File: src/rtl/tcwc_fifo.sv
`default_nettype none

module tcwc_fifo #(
	parameter int WIDTH = 8,
	parameter int DEPTH = 4
) (
	input  wire logic             clk,
	input  wire logic             arst_n,
	input  wire logic             push,
	input  wire logic [WIDTH-1:0] din,
	output logic                  full,
	input  wire logic             pop,
	output logic [WIDTH-1:0]      dout,
	output logic                  empty
);
	localparam int AW = (DEPTH > 1) ? $clog2(DEPTH) : 1;
	localparam int NW = $clog2(DEPTH + 1);

	logic [WIDTH-1:0] mem_q [DEPTH];
	logic [AW-1:0]    wr_ptr_q, rd_ptr_q;
	logic [NW-1:0]    cnt_q;
	logic             do_push, do_pop;

	assign do_push = push && !full;
	assign do_pop  = pop && !empty;
	assign full    = (cnt_q == NW'(DEPTH));
	assign empty   = (cnt_q == '0);
	assign dout    = mem_q[rd_ptr_q];

	always_ff @(posedge clk) begin
		if (do_push) begin
			mem_q[wr_ptr_q] <= din;
		end
	end

	always_ff @(posedge clk or negedge arst_n) begin
		if (!arst_n) begin
			wr_ptr_q <= '0;
			rd_ptr_q <= '0;
			cnt_q    <= '0;
		end else begin
			if (do_push) begin
				wr_ptr_q <= (int'(wr_ptr_q) == DEPTH - 1) ? '0 : wr_ptr_q + 1'b1;
			end
			if (do_pop) begin
				rd_ptr_q <= (int'(rd_ptr_q) == DEPTH - 1) ? '0 : rd_ptr_q + 1'b1;
			end
			if (do_push && !do_pop) begin
				cnt_q <= cnt_q + 1'b1;
			end else if (do_pop && !do_push) begin
				cnt_q <= cnt_q - 1'b1;
			end
		end
	end

endmodule

`default_nettype wire

File: config.mk
export PLATFORM = sky130hd
export DESIGN_NAME = tcwc_fifo
export DESIGN_NICKNAME = d
export VERILOG_FILES = /design/src/rtl/tcwc_fifo.sv
export SDC_FILE = /design/constraint.sdc
export NUM_CORES = 1
export LEC_CHECK = 0
export BUFFER_PORTS_ARGS = -buffer_cell sky130_fd_sc_hd__buf_2
export CAP_MARGIN = 20
export CORE_UTILIZATION = 55
export CTS_BUF_LIST = sky130_fd_sc_hd__clkbuf_16
export DETAILED_ROUTE_END_ITERATION = 12
export PLACE_DENSITY = 0.77
export SETUP_SLACK_MARGIN = 0.4
export SYNTH_ARGS = -nofsm -noshare
export SYNTH_HDL_FRONTEND = slang
export SYNTH_SLANG_ARGS = --single-unit
File: constraint.sdc
create_clock -name clk -period 2 [get_ports clk]
set_input_delay 0 -clock clk [delete_from_list [all_inputs] [get_ports clk]]
set_output_delay 0 -clock clk [all_outputs]
set_load 0.01 [all_outputs]
# Word-level counts from Yosys, hierarchy flattened
# Memory sizes are Yosys's and may differ from the RTL's.
# Index checks and enable logic that the tools add are counted.
# totals
register_bits,7
ramBits,32
input_bits,12
out_inout_bits,10
word_cells,27
n_memories,1
# mem_list
memory,words,word_bits,rd,rd_clocked_by_memory_dff,wr,line_no,source
mem_q,4,8,1,0,1,19,logic [WIDTH-1:0] mem_q [DEPTH];
# classes
n_addsub,4
n_eq_ne,3
muxes,6
n_reduce_logical,10
# op_table
operator,count
$mux 3,2
$add 2x1->2 const B,2
$eq 2x1->1 const B,2
$logic_and 1x1->1,4
$logic_not 1->1,4
$mux 2,2
$add 3x1->3 const B,1
$eq 3x3->1 const B,1
$logic_not 3->1,1
$sub 3x1->3 const B,1
$mux 1,2
$reduce_bool 2->1,1

# Longest topological paths before layout
# depth
word_depth,7
depth_mapped,9
mapped_depth_nobuf,8

# Least setup slack after synthesis
# OpenSTA, ideal clock, no wires.
# synth_timing
path_kind,register to register
start,register cnt_q[0]
end,register cnt_q[2]
setup_time_ns,0.079
arrival_time_ns,1.984
required_time_ns,1.921
path_slack_ns,-0.064
stages_incl_launch_ff,9
n_path_buf,0
period_less_slack_ns,2.064
cell_sequence,dfrtp_1 nor3_1 nand2b_4 ha_1 inv_1 fa_1 xor2_1 nor2_1 xor2_1
# synth_via
elab_chain_cells,6
word_cells_on_any_way,15
classes_between,add/sub: 2; eq/ne: 1; mux: 2; reduce/logical: 10
# synth_rtl
item,line_no,source
"start, declared",21,logic [NW-1:0] cnt_q;
"start signal, assigned",49,cnt_q <= cnt_q + 1'b1;
"start signal, assigned",51,cnt_q <= cnt_q - 1'b1;
$logic_not 3->1 *,27,assign empty = (cnt_q == '0);
net empty,14,output logic empty
$logic_not 1->1 *,25,assign do_pop = pop && !empty;
$logic_and 1x1->1 *,25,
$logic_not 1->1,48,if (do_push && !do_pop) begin
$logic_and 1x1->1,48,
$mux 3 / $reduce_bool 2->1 (equally long branches),--,
# Mark *: on every way through the listed nets, which the timed path passes. The rest lies on a longest branch. The select of a mux whose other input is x is not followed.
# A chain may end at the register's enable or synchronous reset.

# Final worst setup path
# layout_timing
start,register cnt_q[1]
end,register cnt_q[1]
# layout_via
elab_chain_cells,6
word_cells_on_any_way,15
classes_between,add/sub: 2; eq/ne: 1; mux: 2; reduce/logical: 10
# layout_rtl
item
"parallel branches: the longest is 6 deep, another holds $sub 3x1->3"
# Parallel ways; which one is timed is not known. The select of a mux whose other input is x is not followed.

==> results.cfg <==
[cts]
clock_tree_from_tritoncts = yes
cts_max_path_buffers = 2
cts_sinks = 39
clock_pin_slew_on_the_worst_setup_and_hold_paths_ns = 0.05
cts-htree-levels = 2
clock_tree.root_cell = sky130_fd_sc_hd__clkbuf_16
clock_latency_ns = 0.27
numCtsBuffers = 5

[die]
die-height_um = 56.28
core_area_um2 = 2781
die_w_um = 56.28
top_level_ports = 22
cell_rows = 19
starting_utilization_of_the_core_area_pct = 58.25
floorplan.die_area_um2 = 3167

[final_layout]
seq_area_um2 = 1144
mostFrequentLayoutCells = sky130_fd_sc_hd__edfxtp_1, sky130_fd_sc_hd__buf_2, sky130_fd_sc_hd__dlygate4sd3_1, sky130_fd_sc_hd__buf_4, sky130_fd_sc_hd__mux4_2
num-nets-final = 144
final_layout_size_suffix_gt1_share_pct = 53.17
num_antenna_cells = 0
layout.cells.most_common = sky130_fd_sc_hd__edfxtp_1
final.fill_count = 163
layout-area-overhead-vs-synth_pct = 32.05
multi_input_comb_area_um2 = 485.5

[logic_synthesis]
synth.top_cells.by_area = sky130_fd_sc_hd__edfxtp_1, sky130_fd_sc_hd__mux4_2, sky130_fd_sc_hd__dfrtp_1
synth.lib_cells_used.distinct = 19
synth-edff-count = 32
synth_cells = 79
synth_fp_nets = 98
synth-warning-count = 0
post-synth-top-area-fraction_pct = 59.31
ff_latch_count_synth = 39
yosysSeqAreaShare_pct = 70.12
netlist.top_cell.by_area = sky130_fd_sc_hd__edfxtp_1
synth_async_sr_flop_share_pct = 17.95
syn-mean-instance-area_um2 = 20.51
cell_area_after_synthesis_um2 = 1620
synth_flop_cell = sky130_fd_sc_hd__edfxtp_1

[sta]
fin_worst_skew_ns = 0.003300
fmax_mhz = 532.0
timing.final.max_slew_violations = 0
final-setup-viol-count = 0
worstMarginPinSlew_ns = 0.4108
timing.max_slew.rel_slack_pct = 72.61
hold_vio_cnt_final = 0
tns_ns = 0
final_min_period_over_clock_period_pct = 93.98
final_period_minus_worst_setup_slack_ns = 1.880
grt_setup_unrepaired = yes

[critical_path]
crit_path_max_incr_delay_ns = 0.45
regToRegSetupSlack_ns = 0.12
worstRegToRegCells = 7
crit-reg2reg-capture = cnt_q[1]
crit_path_cell_trace = buf_6 -> nor3b_4 -> nor2b_2 -> ha_4 -> inv_2 -> fa_1 -> mux2_4
setup.worst_path.end_class = flip-flop
cp-start-kind = flip-flop
crit_path_arrival_time_ns = 2.04
cp.required_ns = 2.16
critical_path.reg2reg.startpoint = cnt_q[1]
setup.worst_path.class = flip-flop to flip-flop
cp_slowest_cell = sky130_fd_sc_hd__dfrtp_2
wp_buf_inv = 2
cpLargestDelayFamily = adder cells
critical_path.max_fanout = 4

[global_route]
grt_pass1_vias = 938
grt_pass1_wl_um = 4540
grt_usage_pct = 20.61
largest_net_degree_at_the_start_of_global_routing = 13
globalRouteOverflowTotal = 0
antenna_found_initial = 0

[placed_design]
gp_congestion = 0.7115
port_buffers = 21
place.detailed.hpwl_um = 1730

[drt]
via_per_instance_ratio = 5.325
detail-route-antenna-nets = 0
pre_antenna_drt_iters = 4
wl_met2_um = 1372
starting_drc_count_in_detailed_routing = 20
topRoutingLayerUsed = met4
wl_per_cell_um = 17.45
route.layer.met1.wl_um = 1185
detail_route.drc_violations = 0
detailroute.via_count = 836
met3WireLength_um = 123
drt-total-wl_um = 2740

[power_and_ir_drop]
totalPowerFinal_mw = 3.261
sequential_power_share_pct = 40.6
pwr-share-clk_pct = 26.4
share_comb_of_total_power_pct = 33.1
internal_power_mw = 2.352
p_sw_share_pct = 27.86
leakage_power_nw = 0.8421
cell_area_power_density_nw_per_um2 = 1524
max-vdd-ir-drop_mv = 1.250
switchingPower_uw = 908.4

[run]
max_cap_violations = 0

[worst_hold_path]
min_path_type = primary input to asynchronous set/reset pin

[status]
outcome = finished clean
logic make-up after synthesis:
| family | synth area share [%] |
|---|---|
| buf+inv | 1.930 |
| xor+xnor | 1.622 |
| fa+ha+maj | 5.869 |
| simple gates | 5.405 |
| mux | 15.06 |
| flops | 70.12 |
timing repair:
action	CTS	global route
gates resized for setup	9	3
gates cloned	0	0
pin swaps	4	5
setup endpoints to repair	37	39
endpoints found under the hold margin	39	0
hold buffers	9	0
setup buffers	8	3
cells in the mapped netlist (2+ instances only):
cell	count
sky130_fd_sc_hd__mux2_4	2
sky130_fd_sc_hd__mux2_2	3
sky130_fd_sc_hd__and2_2	4
sky130_fd_sc_hd__ha_1	6
sky130_fd_sc_hd__edfxtp_1	32
sky130_fd_sc_hd__inv_1	3
sky130_fd_sc_hd__xor2_1	2
sky130_fd_sc_hd__dfrtp_1	7
sky130_fd_sc_hd__nor2_1	3
sky130_fd_sc_hd__mux4_2	8
metrics by stage:
stage | util [%] | hold WS, ns | instances | area [um^2] | setup WS [ns]
2_1_floorplan | - | -0.2956 | 79 | 1645 | 0.1269
3_3_place_gp | 63.88 | -0.1581 | 129 | 1777 | 0.1832
3_5_place_dp | 63.88 | -0.1565 | 129 | 1777 | 0.09126
4_1_cts | 75.75 | 0.08637 | 154 | 2107 | 0.1257
5_1_grt | 76.92 | 0.1124 | 157 | 2140 | 0.05269
6_report | 76.92 | 0.09197 | 157 | 2140 | 0.1204
worst register-to-register path: cells and delay by family (launching register included):
kind	cells	cell delay, ns
adders and majority gates	2	0.57
buffers and inverters	2	0.17
DFF	1	0.45
muxes	1	0.28
and+or+nand+nor	2	0.29
power groups by stage:
stage	logic [mW]	clock network (mW)	registers (mW)
detailed placement	0.882	0	1.34
global placement	0.842	0	1.32
floorplan	0.724	0	1.22
finish	1.08	0.860	1.32
global route	1.18	0.907	1.36
CTS	1.05	0.881	1.32
sequential cells by signal, summed over array words and instances, names as in the netlist:
name and count:
rd_ptr_q 2, cnt_q 3, wr_ptr_q 2, mem_q 32
how the worst max path moves through the flow:
stage                        start       end  slack (ns)  depth (start not counted)
after floorplan           cnt_q[0]  cnt_q[1]        0.13                          7
after detailed placement  cnt_q[1]  cnt_q[2]        0.09                          8
after global routing      cnt_q[1]  cnt_q[1]        0.05                          7
final                     cnt_q[1]  cnt_q[1]        0.12                          7
after CTS                 cnt_q[1]  cnt_q[2]        0.13                          8
after global placement    cnt_q[1]  cnt_q[2]        0.18                          8
routing by layer:
| layer | vias to the layer above | global-route usage [%] |
|---|---|---|
| met5 | - | 0 |
| met4 | 0 | 9.408 |
| met2 | 18 | 32.31 |
| met3 | 7 | 5.991 |
| met1 | 419 | 26.94 |
| li1 | 392 | - |
cell type report:
cell class / count / area share, %
well taps: 31 / 1.813
inverters: 3 / 0.5263
clock inverters: 3 / 1.813
flip-flops and latches: 39 / 53.45
repair buffers: 42 / 13.86
multi-input cells: 34 / 22.69
clock buffers: 5 / 5.848
Note: power is estimated with default switching activity, not from simulation.
