### src/rtl/tcwc_pkg.sv
`default_nettype none

package tcwc_pkg;

	localparam int IMAGE_SIZE_DEF = 512;
	localparam int PATCH_DIM_DEF  = 96;
	localparam int BORDER_DEF     = 24;
	localparam int FIFO_DEPTH     = 4;

	localparam int HEIGHT_W    = 16;
	localparam int CLASS_W     = 3;
	localparam int ORG_W       = 9;
	localparam int COUNT_W     = 12;
	localparam int CFG_DATA_W  = 16;
	localparam int CFG_INDEX_W = 3;

	localparam logic [HEIGHT_W-1:0] THRESH_WATER_RST = 16'd15729;
	localparam logic [HEIGHT_W-1:0] THRESH_SAND_RST  = 16'd27525;
	localparam logic [HEIGHT_W-1:0] THRESH_GRASS_RST = 16'd38011;
	localparam logic [HEIGHT_W-1:0] THRESH_ROCK_RST  = 16'd49807;
	localparam logic [CLASS_W-1:0]  TARGET_RST       = 3'd0;
	localparam logic [COUNT_W-1:0]  COUNT_LOW_RST    = 12'd1498;
	localparam logic [COUNT_W-1:0]  COUNT_HIGH_RST   = 12'd1958;

	typedef enum logic [CFG_INDEX_W-1:0] {
		REG_THRESH_WATER = 3'd0,
		REG_THRESH_SAND  = 3'd1,
		REG_THRESH_GRASS = 3'd2,
		REG_THRESH_ROCK  = 3'd3,
		REG_TARGET_CLASS = 3'd4,
		REG_COUNT_LOW    = 3'd5,
		REG_COUNT_HIGH   = 3'd6
	} cfg_reg_t;

	typedef enum logic [CLASS_W-1:0] {
		CLS_WATER = 3'd0,
		CLS_SAND  = 3'd1,
		CLS_GRASS = 3'd2,
		CLS_ROCK  = 3'd3,
		CLS_SNOW  = 3'd4
	} terrain_cls_t;

	typedef struct packed {
		logic [HEIGHT_W-1:0] water;
		logic [HEIGHT_W-1:0] sand;
		logic [HEIGHT_W-1:0] grass;
		logic [HEIGHT_W-1:0] rock;
		logic [CLASS_W-1:0]  target;
	} thr_cfg_t;

	typedef struct packed {
		logic flag;
		logic hist_ok;
		logic cnt_ok;
		logic c_zero;
		logic c_ge_win;
		logic win_valid;
	} ctl_t;

	function automatic int win_of(int patch, int border);
		return (patch > 2 * border) ? (patch - 2 * border) : 1;
	endfunction

endpackage

`default_nettype wire

### src/rtl/tcwc_front.sv
`default_nettype none

module tcwc_front #(
	parameter int IMAGE_SIZE = tcwc_pkg::IMAGE_SIZE_DEF,
	parameter int PATCH_DIM  = tcwc_pkg::PATCH_DIM_DEF,
	parameter int BORDER     = tcwc_pkg::BORDER_DEF,
	localparam int WIN       = tcwc_pkg::win_of(PATCH_DIM, BORDER),
	localparam int PW        = $clog2(IMAGE_SIZE),
	localparam int SW        = (WIN > 1) ? $clog2(WIN) : 1
) (
	input  wire logic                             clk,
	input  wire logic                             arst_n,
	input  wire logic                             accept,
	input  wire logic [tcwc_pkg::HEIGHT_W-1:0]    height_sample,
	input  wire logic                             frame_start,
	input  wire tcwc_pkg::thr_cfg_t               cfg,
	output logic [tcwc_pkg::CLASS_W-1:0]          cls,
	output tcwc_pkg::ctl_t                        ctl,
	output logic [PW-1:0]                         col,
	output logic [SW-1:0]                         slot,
	output logic [tcwc_pkg::ORG_W-1:0]            row_org,
	output logic [tcwc_pkg::ORG_W-1:0]            col_org
);
	import tcwc_pkg::*;

	localparam int LAST_OFF    = PATCH_DIM - BORDER - 1;
	localparam int LAST_ORIGIN = IMAGE_SIZE - PATCH_DIM;
	localparam int LAST_END    = LAST_OFF + LAST_ORIGIN;
	localparam bit HAS_WIN     = (LAST_OFF >= 0) && (LAST_ORIGIN >= 0);

	logic [PW-1:0] row_q, col_q, row_c, col_c;
	logic [SW-1:0] slot_q, slot_c;
	int            ri, ci;

	// frame start restarts the position before this pixel
	always_comb begin
		row_c  = frame_start ? '0 : row_q;
		col_c  = frame_start ? '0 : col_q;
		slot_c = frame_start ? '0 : slot_q;
		ri     = int'(row_c);
		ci     = int'(col_c);
	end

	always_comb begin
		if (height_sample < cfg.water) begin
			cls = CLS_WATER;
		end else if (height_sample < cfg.sand) begin
			cls = CLS_SAND;
		end else if (height_sample < cfg.grass) begin
			cls = CLS_GRASS;
		end else if (height_sample < cfg.rock) begin
			cls = CLS_ROCK;
		end else begin
			cls = CLS_SNOW;
		end
	end

	always_comb begin
		ctl.flag      = (cls == cfg.target);
		ctl.hist_ok   = (ri >= WIN);
		ctl.cnt_ok    = (ri != 0);
		ctl.c_zero    = (ci == 0);
		ctl.c_ge_win  = (ci >= WIN);
		ctl.win_valid = HAS_WIN && (ri >= LAST_OFF) && (ri <= LAST_END)
			&& (ci >= LAST_OFF) && (ci <= LAST_END);
		row_org       = ctl.win_valid ? ORG_W'(ri - LAST_OFF) : '0;
		col_org       = ctl.win_valid ? ORG_W'(ci - LAST_OFF) : '0;
		col           = col_c;
		slot          = slot_c;
	end

	// raster position; the pixel after the last one of a frame opens a new frame
	always_ff @(posedge clk or negedge arst_n) begin
		if (!arst_n) begin
			row_q  <= '0;
			col_q  <= '0;
			slot_q <= '0;
		end else if (accept) begin
			if (ci == IMAGE_SIZE - 1) begin
				col_q <= '0;
				if (ri == IMAGE_SIZE - 1) begin
					row_q  <= '0;
					slot_q <= '0;
				end else begin
					row_q  <= row_c + 1'b1;
					slot_q <= (int'(slot_c) == WIN - 1) ? '0 : slot_c + 1'b1;
				end
			end else begin
				col_q  <= col_c + 1'b1;
				row_q  <= row_c;
				slot_q <= slot_c;
			end
		end
	end

endmodule

`default_nettype wire

### config.mk
export PLATFORM = sky130hd
export DESIGN_NAME = tcwc_front
export DESIGN_NICKNAME = d
export VERILOG_FILES = /design/src/rtl/tcwc_pkg.sv /design/src/rtl/tcwc_front.sv
export SDC_FILE = /design/constraint.sdc
export NUM_CORES = 1
export LEC_CHECK = 0
export BUFFER_PORTS_ARGS = -buffer_cell sky130_fd_sc_hd__buf_2
export CAP_MARGIN = 10
export CORE_ASPECT_RATIO = 1.1
export CORE_MARGIN = 1.5
export CORE_UTILIZATION = 50
export DETAILED_ROUTE_END_ITERATION = 16
export GPL_ROUTABILITY_DRIVEN = 0
export PLACE_DENSITY = 0.77
export SYNTH_ARGS = -nofsm -noshare
export SYNTH_HDL_FRONTEND = slang
export SYNTH_SLANG_ARGS = --single-unit
### constraint.sdc
create_clock -name clk -period 5.48 [get_ports clk]
set_clock_uncertainty 0.1 [all_clocks]
set_input_delay 1.096 -clock clk [delete_from_list [all_inputs] [get_ports clk]]
set_output_delay 1.096 -clock clk [all_outputs]
set_load 0.02 [all_outputs]
# Yosys cells after proc, flatten, opt, wreduce, memory -nomap -nowiden
# Index checks and enable logic that the tools add are counted.
[word_totals]
ff_bits = 24
latchBits = 0
ram_bits = 0
mem_bits_ro = 0
input_bits = 87
out_inout_bits = 42
wordCells = 42
mem_count = 0
[classes]
addsub = 5
n_mul = 0
n_div = 0
magnitude_cmp = 10
n_eq_ne = 4
n_shift = 0
mux = 15
bitwise = 0
reduce_logical = 5
[op_table]
columns = ["op", "count"]
rows = [
  ["less-than comparator 16 bit", 4],
  ["2-to-1 mux 9 bit", 7],
  ["zero test 32 bit", 1],
  ["nonzero test 32 bit", 1],
  ["2-to-1 mux 6 bit", 4],
  ["adder 9 x 1 -> 9 bit, second input constant", 2],
  ["== test 9 x 1 -> 1 bit, second input constant", 2],
  [">= comparator 9 x 6 -> 1 bit, second input constant", 2],
  [">= comparator 9 x 7 -> 1 bit, second input constant", 2],
  ["<= comparator 9 bit, second input constant", 2],
  ["subtractor 9 x 7 -> 9 bit, second input constant", 2],
  ["2-to-1 mux 3 bit", 4],
  ["adder 6 x 1 -> 6 bit, second input constant", 1],
  ["== test 6 bit, second input constant", 1],
  ["== test 3 bit", 1],
  ["logical AND 1 bit", 3],
]

# Longest topological paths before layout
[depth]
depth_word = 6
ltp_mapped = 17
depth_no_buf = 13

# Least setup slack after synthesis
# No wires, ideal clock.
[synth_path]
kind = "input to output"
start = "input frame_start"
end = "output row_org[6] (netlist bit)"
arrival_time_ns = 3.713
required_time_ns = 4.284
path_slack_ns = 0.571
cell_stages = 11
path_buffers = 3
path_cell_list = "buf_2 -> clkbuf_1 -> buf_1 -> nor2_1 -> ha_1 -> nand2_2 -> o311ai_1 -> o21ai_1 -> a211oi_2 -> nand2_2 -> nor3_1"
[synth_between]
word_cells_on_any_way = 11
cone_classes = "add/sub (1); order compare (4); mux (3); reduce/logical (3)"
[synth_lines]
columns = ["item", "line_no", "text"]
rows = [
  ["start: declaration", "tcwc_front.sv:15", "input wire logic frame_start,"],
  ["2-to-1 mux 9 bit *", "tcwc_front.sv:38", "col_c = frame_start ? '0 : col_q;"],
  ["named net col[0]", "tcwc_front.sv:19", "output logic [PW-1:0] col,"],
  [">= comparator 9 x 7 -> 1 bit", "tcwc_front.sv:65", "&& (ci >= LAST_OFF) && (ci <= LAST_END);"],
  ["logical AND 1 bit", "tcwc_front.sv:65", ""],
  ["logical AND 1 bit *", "tcwc_front.sv:65", ""],
  ["2-to-1 mux 9 bit *", "tcwc_front.sv:66", "row_org = ctl.win_valid ? ORG_W'(ri - LAST_OFF) : '0;"],
  ["end: declaration", "tcwc_front.sv:21", "output logic [tcwc_pkg::ORG_W-1:0] row_org,"],
]
# Mark *: on every way through the listed nets, which the timed path passes. The rest lies on a longest branch.

# Worst setup path after layout
[layout_path]
start = "input frame_start"
end = "output row_org[6] (netlist bit)"
[layout_between]
elab_chain_len = 6
word_cells_on_any_way = 11
cone_classes = "add/sub (1); order compare (4); mux (3); reduce/logical (3)"
[layout_lines]
columns = ["item", "line_no", "text"]
rows = [
  ["2-to-1 mux 9 bit", "tcwc_front.sv:37", "row_c = frame_start ? '0 : row_q;"],
  [">= comparator 9 x 7 -> 1 bit / <= comparator 9 bit (equally long branches)", "tcwc_front.sv:64", "ctl.win_valid = HAS_WIN && (ri >= LAST_OFF) && (ri <= LAST_END)"],
  ["logical AND 1 bit", "tcwc_front.sv:64", ""],
  ["logical AND 1 bit (2 in a row)", "tcwc_front.sv:65", ""],
  ["2-to-1 mux 9 bit *", "tcwc_front.sv:66", ""],
]
# Mark *: on every way between the ends. The rest lies on a longest branch, timed or not.

==> impl_table.tex <==
\begin{tabular}{lr}
\hline
Metric & Value \\
\hline
\multicolumn{2}{l}{\textbf{Outcome}} \\
\quad Run status & complete, no violations \\
\multicolumn{2}{l}{\textbf{Logic synthesis}} \\
\quad Yosys warns & 0 \\
\quad Total of flip-flops plus latches after synthesis & 24 \\
\quad Async SR Flop Fraction & 1.00 \\
\quad Synth top area cells & ha\_1 (24\%), dfrtp\_1 (17\%), inv\_1 (7.8\%) \\
\quad Flip-flop cell with the highest count after synthesis & dfrtp\_1 \\
\quad Number of synthesized flops with an enable pin & 0 \\
\quad Fraction of post-synthesis cell area in the top cell type by area & 0.235 \\
\quad Yosys top cell by area & ha\_1 \\
\quad Count leader, synth & inv\_1 \\
\quad Top cell types by occurrence after synthesis & inv\_1 (74), ha\_1 (67), nand2\_1 (41) \\
\quad Avg Inst Size Synth & 7.34 um2 \\
\quad Post-Syn Nets & 639 \\
\quad Count of different cell masters after synthesis & 58 \\
\quad Sequential fraction of the synthesis area & 0.169 \\
\quad Synthesized cell area & 0.00356 mm2 \\
\quad Syn Inst Count & 485 \\
\multicolumn{2}{l}{\textbf{Floorplanning}} \\
\quad Area of the core region & 0.00697 mm2 \\
\quad Number of primary I/O pins & 129 \\
\quad Initial Util & 0.511 \\
\quad Overall die height & 91.5 um \\
\quad Die outline area & 0.00764 mm2 \\
\quad Num rows & 32 \\
\quad Floorplan die width & 83.5 um \\
\multicolumn{2}{l}{\textbf{Placed design}} \\
\quad Placed cell areas & 0.00424 mm2 \\
\quad Worst Setup Slack post-DPL & 0.666 ns \\
\quad Count of input and output buffers & 128 \\
\quad Half-perimeter wire length of the detailed placement result & 7780 um \\
\multicolumn{2}{l}{\textbf{Global routing}} \\
\quad Aggregate global routing overflow & 0 \\
\quad Largest net degree at the start of global routing & 25 \\
\quad Number of antenna violations at the first check in global routing & 0 \\
\quad Global router's overall resource usage & 0.249 \\
\quad Via count of the first global-routing pass & 3755 \\
\quad Wire length of the first global-routing pass & 16100 um \\
\multicolumn{2}{l}{\textbf{Power}} \\
\quad Leakage power & 2.42 nW \\
\quad Max IR drop VDD & 0.125 mV \\
\quad Power Total & 0.000578 W \\
\quad Power density normalized to cell area & 134 mW/mm2 \\
\multicolumn{2}{l}{\textbf{Worst setup path}} \\
\quad Required arrival time at the worst endpoint & 4.28 ns \\
\quad Crit path arrival time & 3.70 ns \\
\quad Reg-to-reg setup timing slack & 2.40 ns \\
\quad Critical Path Sink Type & primary output \\
\quad Peak fanout along the critical path & 20 \\
\quad Maximum cell stage delay along the critical path & 0.36 ns \\
\quad Crit path launch type & primary input \\
\quad Register-to-Register Path Depth & 13 \\
\quad Capture point of the worst reg-to-reg path & slot\_q[5]\$\_DFFE\_PN0P\_ \\
\quad Buffering stage count on the worst path with inverters included & 4 \\
\quad Crit Reg-Reg Startpoint & col\_q[0]\$\_DFFE\_PN0P\_ \\
\quad Cell type group with the largest total delay on the critical path & buffers and inverters \\
\quad Type of the worst setup path & primary input to primary output \\
\quad Cells traversed along the worst timing path & buf\_2, inv\_1, nand2\_1, inv\_1, ha\_1, nand3\_1, a211oi\_1, o21ai\_1, a211oi\_2, nand2\_2, nor3\_1, buf\_2 \\
\quad Slowest-stage cell, CP & inv\_1 \\
\multicolumn{2}{l}{\textbf{STA}} \\
\quad Setup repair after global routing missed its margin & false \\
\quad Final Cycle Share & 0.893 \\
\quad Sum of negative setup slack & 0 ns \\
\quad Maximum frequency from static timing analysis & 204 MHz \\
\quad Slew Limit Fails & 0 \\
\quad Worst-case headroom to the max-slew limit & 0.620 \\
\quad Transition time at the pin with the least slew margin & 0.569 ns \\
\quad Setup violation total in the final timing report & 0 \\
\quad Post-layout minimum cycle time & 4.89 ns \\
\quad Final hold viol count & 0 \\
\quad Post-route worst setup slack & 0.587 ns \\
\multicolumn{2}{l}{\textbf{Clock tree}} \\
\quad Bufs on Longest Clock Path & 2 \\
\quad Clk sink count & 24 \\
\quad Depth of the CTS H-tree & 1 \\
\quad Clk Latency, worst-skew pair & 0.27 ns \\
\quad Clock tree root buffer cell & clkbuf\_8 \\
\quad Number of buffers created by CTS & 3 \\
\quad Clock-pin slew on the worst setup and hold paths & 0.09 ns \\
\quad Number of instances resized during post-cts repair & 0 \\
\quad TritonCTS clock tree & done \\
\quad Hold-fix buffers, CTS & 0 \\
\quad Number of post-CTS setup repair buffers & 0 \\
\multicolumn{2}{l}{\textbf{Job}} \\
\quad \# Max-Cap Violations & 0 \\
\multicolumn{2}{l}{\textbf{Finish}} \\
\quad Layout Nets & 755 \\
\quad Final antenna diode count & 0 \\
\quad Ratio of cells with drive above 1 in the final layout & 0.247 \\
\quad Post-route design area & 0.00431 mm2 \\
\quad Area growth, synth to finish & 21.0\% \\
\multicolumn{2}{l}{\textbf{Worst hold path}} \\
\quad Worst hold path cell count & 1 \\
\quad Hold Path Origin & slot\_q[5]\$\_DFFE\_PN0P\_ \\
\quad Path class of the lowest-slack min-delay path & register to register \\
\quad Hold path endpoint & slot\_q[5]\$\_DFFE\_PN0P\_ \\
\multicolumn{2}{l}{\textbf{Drt}} \\
\quad Remaining antenna violation count & 0 \\
\quad Post-DR vias/cell & 5.54 \\
\quad Routed length per placed instance & 13.7 um \\
\quad Count of TritonRoute iterations in the first routing pass & 4 \\
\quad Via total after detailed routing & 3798 \\
\quad Final routed DRC violation total & 0 \\
\quad Iter 0 DRT Violations & 186 \\
\quad Total wire length after detailed routing & 9390 um \\
\hline
\end{tabular}
stage by stage:
step,cells,utilization,hold WS [ns]
final,685,0.619,0.395
after global routing,685,0.619,0.416
after CTS,685,0.619,0.395
after detailed placement,681,0.608,0.387
after global placement,681,0.608,0.378
after floorplan,485,-,0.352
power breakdown:
group | internal (W) | switching (W) | leakage, nW
Sequential | 0.000183 | 0.00000949 | 0.330
Clock | 0.0000978 | 0.0000599 | 0.0357
Combinational | 0.0000963 | 0.000131 | 2.06
cells in the final DEF (no fill, tap or decap), drive strengths merged, types with 3 or more instances in the layout:
cell	count
a211oi	4
xnor2	14
nand3	11
nand3b	3
dfrtp	24
ha	67
buf	130
mux2i	4
inv	74
nand2b	6
clkbuf	3
nor2	38
o211ai	5
nand4	11
nor2b	16
and3	8
o21ai	34
o31ai	4
o22ai	4
and4	3
nor3b	4
a21oi	38
a22o	8
or2	3
nand2	43
nor3	11
cells by family (layout without fill, tap and decap cells):
group           after synthesis  after routing  synth area share
compound gates              117            117             0.208
xor+xnor                     16             16            0.0393
fa+ha+maj                    67             67             0.235
buf+inv                      93            208             0.102
flops                        24             24             0.169
mux                           5              5            0.0144
simple gates                163            163             0.233
registers in the layout, indices dropped and copies added, names as in the netlist:
name,cells
col_q,9
row_q,9
slot_q,6
layer usage:
layer,vias to the layer above,wire (um),track usage
met5,-,0,0
met4,0,155,0.0615
met3,15,555,0.0264
met2,143,4530,0.463
met1,1721,4150,0.305
li1,1919,-,-
how the worst max path moves through the flow:
| stage | from | end | slack, ns | depth (start not counted) |
|---|---|---|---|---|
| finish | frame_start | row_org[6] | 0.59 | 12 |
| global route | frame_start | row_org[6] | 0.25 | 12 |
| CTS | frame_start | row_org[6] | 0.65 | 12 |
| detailed placement | frame_start | row_org[6] | 0.67 | 12 |
| global placement | frame_start | row_org[6] | 0.82 | 12 |
| floorplan | frame_start | row_org[6] | 0.57 | 11 |
layout make-up:
cell class,instances,area (um2)
clock buffer,3,41.3
clock inverter,1,30.0
fill,629,2660
inverter,74,278
multi-input combinational,368,2600
sequential,24,601
tap,85,106
timing repair buffer,130,656
worst register-to-register path: stages, from the launching register on:
cell and delay (ns):
dfrtp_1 0.38, inv_1 0.07, nor2_1 0.27, ha_1 0.34
nand3_1 0.15, nor2_1 0.18, and3_1 0.18, ha_1 0.41
nand2b_1 0.22, nor2_1 0.29, nand3b_1 0.11, a21oi_1 0.14
o21ai_0 0.08, o31ai_1 0.07
No activity file was read; power rests on OpenSTA's default activity.
